File: src/sv/wrwa_pkg.sv
package wrwa_pkg;

  localparam int unsigned TIME_W    = 32;
  localparam int unsigned KIB_W     = 32;
  localparam int unsigned RATE_W    = 40;
  localparam int unsigned CAP_W     = 10;
  localparam int unsigned TCNT_W    = 2;
  localparam int unsigned KIB_SHIFT = 10;

  localparam int unsigned CFG_IDX_W  = 4;
  localparam int unsigned CFG_DATA_W = 40;

  localparam logic [CAP_W-1:0] CAP_RESET = 10'd1000;

  localparam int unsigned REG_CAPACITY = 0;
  localparam int unsigned REG_TCOUNT   = 1;
  localparam int unsigned REG_WIN_A    = 2;
  localparam int unsigned REG_RATE_A   = 3;
  localparam int unsigned REG_STRIDE   = 2;

  typedef struct packed {
    logic [TIME_W-1:0] elapsed;
    logic [KIB_W-1:0]  kib;
  } hist_t;

  typedef struct packed {
    logic done;
    logic hit;
  } mul_stat_t;

endpackage

File: src/sv/wrwa_mul.sv
module wrwa_mul #(
  parameter int unsigned SUM_W = 42
) (
  input  logic                                      clk_i,
  input  logic                                      rst_ni,
  input  logic                                      start_i,
  input  logic [wrwa_pkg::RATE_W-1:0]               rate_i,
  input  logic [SUM_W-1:0]                          dur_i,
  input  logic [SUM_W+wrwa_pkg::KIB_SHIFT-1:0]      lhs_i,
  output wrwa_pkg::mul_stat_t                       stat_o
);

  localparam int unsigned PW = wrwa_pkg::RATE_W + SUM_W;
  localparam int unsigned LW = SUM_W + wrwa_pkg::KIB_SHIFT;

  logic          busy_q;
  logic          done_q;
  logic          hit_q;
  logic [PW-1:0] mcand_q;
  logic [PW-1:0] acc_q;
  logic [SUM_W-1:0] mplier_q;
  logic [LW-1:0] lhs_q;

  // shift-add: one multiplier bit per cycle, stops once the remaining bits are zero
  always_ff @(posedge clk_i or negedge rst_ni) begin
    if (!rst_ni) begin
      busy_q   <= 1'b0;
      done_q   <= 1'b0;
      hit_q    <= 1'b0;
      mcand_q  <= '0;
      acc_q    <= '0;
      mplier_q <= '0;
      lhs_q    <= '0;
    end else begin
      done_q <= 1'b0;
      if (start_i) begin
        mcand_q  <= PW'(rate_i);
        mplier_q <= dur_i;
        acc_q    <= '0;
        lhs_q    <= lhs_i;
        busy_q   <= 1'b1;
      end else if (busy_q) begin
        if (mplier_q == '0) begin
          busy_q <= 1'b0;
          done_q <= 1'b1;
          hit_q  <= (acc_q <= PW'(lhs_q));
        end else begin
          if (mplier_q[0]) begin
            acc_q <= acc_q + mcand_q;
          end
          mcand_q  <= mcand_q << 1;
          mplier_q <= mplier_q >> 1;
        end
      end
    end
  end

  assign stat_o.done = done_q;
  assign stat_o.hit  = hit_q;

endmodule

File: config.mk
export PLATFORM = sky130hd
export DESIGN_NAME = wrwa_mul
export DESIGN_NICKNAME = d
export VERILOG_FILES = /design/src/sv/wrwa_pkg.sv /design/src/sv/wrwa_mul.sv
export SDC_FILE = /design/constraint.sdc
export NUM_CORES = 1
export LEC_CHECK = 0
export BUFFER_PORTS_ARGS = -buffer_cell sky130_fd_sc_hd__buf_4
export CAP_MARGIN = 20
export CELL_PAD_IN_SITES_DETAIL_PLACEMENT = 1
export CELL_PAD_IN_SITES_GLOBAL_PLACEMENT = 2
export CORE_UTILIZATION = 37
export CTS_CLUSTER_DIAMETER = 80
export DETAILED_ROUTE_END_ITERATION = 16
export GPL_TIMING_DRIVEN = 1
export PLACE_DENSITY_LB_ADDON = 0.1
export SETUP_SLACK_MARGIN = 0.2
export SLEW_MARGIN = 40
export SYNTH_ARGS = -nofsm -noshare
export SYNTH_HDL_FRONTEND = slang
export SYNTH_SLANG_ARGS = --single-unit
export TNS_END_PERCENT = 20
File: constraint.sdc
create_clock -name clk_i -period 3.85 [get_ports clk_i]
set_input_delay 0.77 -clock clk_i [delete_from_list [all_inputs] [get_ports clk_i]]
set_output_delay 0.77 -clock clk_i [all_outputs]
set_load 0.02 [all_outputs]
==> flow_results.xml <==
<?xml version="1.0" encoding="UTF-8"?>
<metrics>
  <group name="critical_path">
    <metric name="timing.critical_path.mode_cell" unit="">o21ai_1</metric>
    <metric name="startpoint_type" unit="">flop</metric>
    <metric name="cp_data_required_time" unit="ns">4.27</metric>
    <metric name="timing.critical_path.fanout_max" unit="">9</metric>
    <metric name="crit-reg2reg-capture" unit="">acc_q[81]</metric>
    <metric name="r2r.worst_path.cells" unit="">12</metric>
    <metric name="critical_path.slowest_cell" unit="">o41ai_4</metric>
    <metric name="timing.reg2reg.setup_slack" unit="ns">0.32</metric>
    <metric name="path_class" unit="">flop to flop</metric>
    <metric name="worstPathArrival" unit="ns">3.95</metric>
    <metric name="timing.critical_path.max_delay_family" unit="">compound AO/OA/AOI/OAI gates</metric>
    <metric name="cp-end-kind" unit="">flop</metric>
    <metric name="worst_path_largest_cell_delay" unit="ns">0.50</metric>
    <metric name="regToRegStartpoint" unit="">mcand_q[12]</metric>
    <metric name="critical_path.n_buffers_inverters" unit="">0</metric>
    <metric name="crit_chain" unit="">ha_2 &gt; a21oi_1 &gt; o21ai_1 &gt; o2111a_1 &gt; a211oi_4 &gt; o41ai_4 &gt; a31oi_4 &gt; o31ai_4 &gt; nand4_1 &gt; mux2i_1 &gt; o21ai_1 &gt; mux2_1</metric>
  </group>
  <group name="power">
    <metric name="p_seq_share" unit="%">39.2</metric>
    <metric name="power-per-cell-area" unit="nW/µm²">397</metric>
    <metric name="clkPwrFrac" unit="%">41.1</metric>
    <metric name="vdd_ir_drop_max" unit="mV">0.294</metric>
    <metric name="total_power" unit="mW">7.85</metric>
    <metric name="sw_frac_of_total" unit="%">30.1</metric>
    <metric name="p_switching" unit="mW">2.36</metric>
    <metric name="internal_power" unit="mW">5.49</metric>
    <metric name="pwr-share-comb" unit="%">19.7</metric>
    <metric name="leakage" unit="nW">9.39</metric>
  </group>
  <group name="sta">
    <metric name="achievable-frequency" unit="MHz">284</metric>
    <metric name="final_max_slew_viol_count" unit="">0</metric>
    <metric name="period_minus_ws_final" unit="ns">3.53</metric>
    <metric name="max_slew.worst_pin.slew" unit="ns">0.852</metric>
    <metric name="setup_viol" unit="">0</metric>
    <metric name="timing.setup.tns" unit="ns">0</metric>
    <metric name="final.setup_skew" unit="ns">0.0189</metric>
    <metric name="final_hold_viol_count" unit="">0</metric>
    <metric name="slew_headroom" unit="%">43.0</metric>
    <metric name="finalCritPeriodShare" unit="%">91.6</metric>
    <metric name="grt_setup_unrepaired" unit="">true</metric>
  </group>
  <group name="global_routing">
    <metric name="via_count_of_the_first_global_routing_pass" unit="">15800</metric>
    <metric name="grt_first_pass_wirelength" unit="µm">87700</metric>
    <metric name="grt_antenna_before_repair" unit="">2</metric>
    <metric name="grt_start_max_net_pins" unit="">114</metric>
    <metric name="grt_overflow_total" unit="">0</metric>
    <metric name="grt.total_usage" unit="%">23.3</metric>
  </group>
  <group name="routing">
    <metric name="dr_total_vias" unit="">15000</metric>
    <metric name="antenna_violating_nets_post_route" unit="">0</metric>
    <metric name="drt_first_pass_iters" unit="">5</metric>
    <metric name="drc" unit="">0</metric>
    <metric name="avgViaCountPerCell" unit="">5.50</metric>
    <metric name="wire_per_inst" unit="µm">19.6</metric>
    <metric name="wirelength" unit="µm">53200</metric>
    <metric name="drt_first_iter_violations" unit="">857</metric>
  </group>
  <group name="synthesis">
    <metric name="synth_area_per_cell" unit="µm²">8.43</metric>
    <metric name="yosys_warnings" unit="">0</metric>
    <metric name="distinct_cell_type_count_after_synthesis" unit="">71</metric>
    <metric name="synth_enable_flop_cells" unit="">0</metric>
    <metric name="yosys_register_bits" unit="">261</metric>
    <metric name="synthTopCellsByCount" unit="">418 x nand2_1, 261 x dfrtp_1, 224 x a21oi_1</metric>
    <metric name="ys.flop_type" unit="">dfrtp_1</metric>
    <metric name="synth.most_common_cell" unit="">nand2_1</metric>
    <metric name="netlist.top_cell.by_area" unit="">dfrtp_1</metric>
    <metric name="synth_nets" unit="">2278</metric>
    <metric name="yosysTopAreaCellShare" unit="%">38.6</metric>
    <metric name="syn_inst" unit="">2007</metric>
    <metric name="synthesis.area" unit="µm²">16900</metric>
    <metric name="async_flop_share" unit="%">100</metric>
    <metric name="synth-seq-area-share" unit="%">38.6</metric>
    <metric name="netlist_top_cells_area" unit="">dfrtp_1 39%, ha_1 9.8%, nand2_1 9.3%, a21oi_1 6.6%, o21ai_0 5.9%</metric>
  </group>
  <group name="finish">
    <metric name="areaGrowthSynthToFinish" unit="%">16.9</metric>
    <metric name="final-seq-area" unit="µm²">6530</metric>
    <metric name="layout.nets" unit="">2373</metric>
    <metric name="fill_cell_total_of_the_finished_layout" unit="">5333</metric>
    <metric name="drive_gt1_share" unit="%">12.4</metric>
    <metric name="multiInputGateArea" unit="µm²">9710</metric>
    <metric name="number_of_diodes_added_for_antenna_fixing" unit="">0</metric>
    <metric name="final_cell_area" unit="µm²">19800</metric>
  </group>
  <group name="flow_run">
    <metric name="max_cap_violations" unit="">0</metric>
  </group>
  <group name="floorplanning">
    <metric name="ioPinCount" unit="">139</metric>
    <metric name="floorplan.initialDensity" unit="%">37.8</metric>
    <metric name="floorplan.die.height" unit="µm">216</metric>
    <metric name="coreArea" unit="µm²">44700</metric>
    <metric name="die_width" unit="µm">216</metric>
    <metric name="die-area" unit="µm²">46600</metric>
    <metric name="std_cell_rows" unit="">77</metric>
  </group>
  <group name="clock_tree">
    <metric name="cts.sinks" unit="">261</metric>
    <metric name="clock_latency" unit="ns">0.54</metric>
    <metric name="htree_num_levels" unit="">2</metric>
    <metric name="cts_root_buffer" unit="">clkbuf_16</metric>
    <metric name="clk_path_buf_depth" unit="">3</metric>
    <metric name="cts-buffers-inserted" unit="">34</metric>
    <metric name="clkTransAtPathRegs" unit="ns">0.06</metric>
    <metric name="cts_tree" unit="">yes</metric>
  </group>
  <group name="worst_hold_path">
    <metric name="hold_class" unit="">input pin to asynchronous set/reset pin</metric>
  </group>
  <group name="outcome">
    <metric name="status" unit="">finished clean</metric>
  </group>
  <group name="place">
    <metric name="postPlaceCellArea" unit="µm²">18500</metric>
    <metric name="finalWeightedCongestion" unit="">0.862</metric>
    <metric name="numPortBuffers" unit="">138</metric>
    <metric name="place.detailed.hpwl" unit="µm">39100</metric>
  </group>
</metrics>
[flip-flops by register name (all words and copies together) (netlist names)]
register  count
mcand_q      82
acc_q        82
lhs_q        52
mplier_q     42
hit_q         1
done_q        1
busy_q        1
[cells in the final DEF, fill, tap and decap left out, types with 4 or more instances in the layout]
cell,instances
a21o_1,65
nand3_1,31
nor2_1,69
o211ai_1,6
o21bai_1,22
mux2i_1,82
buf_4,160
o21ai_0,198
dfrtp_1,261
nand4_1,38
o21ai_1,12
a221oi_1,5
clkbuf_8,7
clkbuf_1,5
and3_1,10
inv_1,82
a31oi_1,14
a21boi_0,8
a21oi_1,222
or4_1,4
nor3_1,20
and2_1,5
nand2_1,417
buf_12,7
xor2_1,18
a211oi_1,11
clkinv_2,7
clkbuf_16,35
nor4_1,25
nand2b_1,7
ha_1,131
xnor2_1,47
o21a_1,4
nor2b_1,7
[how the worst max path moves through the flow]
stage	end	from	cells past startpoint
after floorplan	acc_q[66]	mcand_q[0]	14
after global placement	acc_q[71]	mcand_q[1]	12
after detailed placement	acc_q[80]	mcand_q[0]	14
after CTS	acc_q[45]	mcand_q[12]	12
after global routing	acc_q[74]	mcand_q[15]	12
final	acc_q[81]	mcand_q[12]	12
[what timing repair did]
item                                    CTS  global route
hold buffers                              0             0
pin swaps                                 0            10
gates cloned                              0             0
buffers inserted                          0             7
gates resized for setup                   2            15
endpoints found under the setup margin    8            32
[worst register-to-register path: cells and delay by family (launching register included)]
family          cells  cell delay, ns
fa+ha+maj           1            0.44
simple gates        1            0.16
mux                 2            0.50
compound gates      8            1.90
flops               1            0.41
[stage by stage]
stage / instances / worst slack, ns / utilization, % / hold slack (ns)
final: 2717 / 0.323 / 44.3 / 0.182
after global routing: 2717 / 0.119 / 44.3 / 0.209
after CTS: 2710 / 0.144 / 43.9 / 0.175
after detailed placement: 2651 / 0.111 / 41.4 / 0.520
after global placement: 2651 / 0.235 / 41.4 / 0.511
after floorplan: 2007 / 0.713 / - / 0.474
[power groups by stage]
stage	combinational [mW]	clock, mW	sequential (mW)
2_1_floorplan	1.01	0	3.08
3_3_place_gp	1.50	0	3.12
3_5_place_dp	1.53	0	3.13
5_1_grt	1.74	3.41	3.11
6_report	1.54	3.22	3.08
4_1_cts	1.54	3.32	3.08
[kinds of logic after synthesis]
logic type	Yosys count	share of synthesized area [%]
simple gates	653	16.8
compound gates	616	21.5
flops	261	38.6
buf+inv	193	4.70
fa+ha+maj	134	9.95
mux	85	5.05
xor+xnor	65	3.36
[layer usage]
layer  wire [µm]  track usage [%]  up-vias
met3        1840             2.83       70
met4        1260             6.67        2
met1       25500             32.5     7408
met5          12                0        -
met2       24500             37.9      213
li1            -                -     7260
[cell type report]
type,instances,share of cell area (%)
Multi-Input combinational cell,1553,49.1
Sequential cell,261,33.0
Timing Repair Buffer,170,6.99
Clock buffer,47,5.01
Tap cell,592,3.74
Inverter,82,1.56
Clock inverter,12,0.607
(Power assumes the default switching activity.)
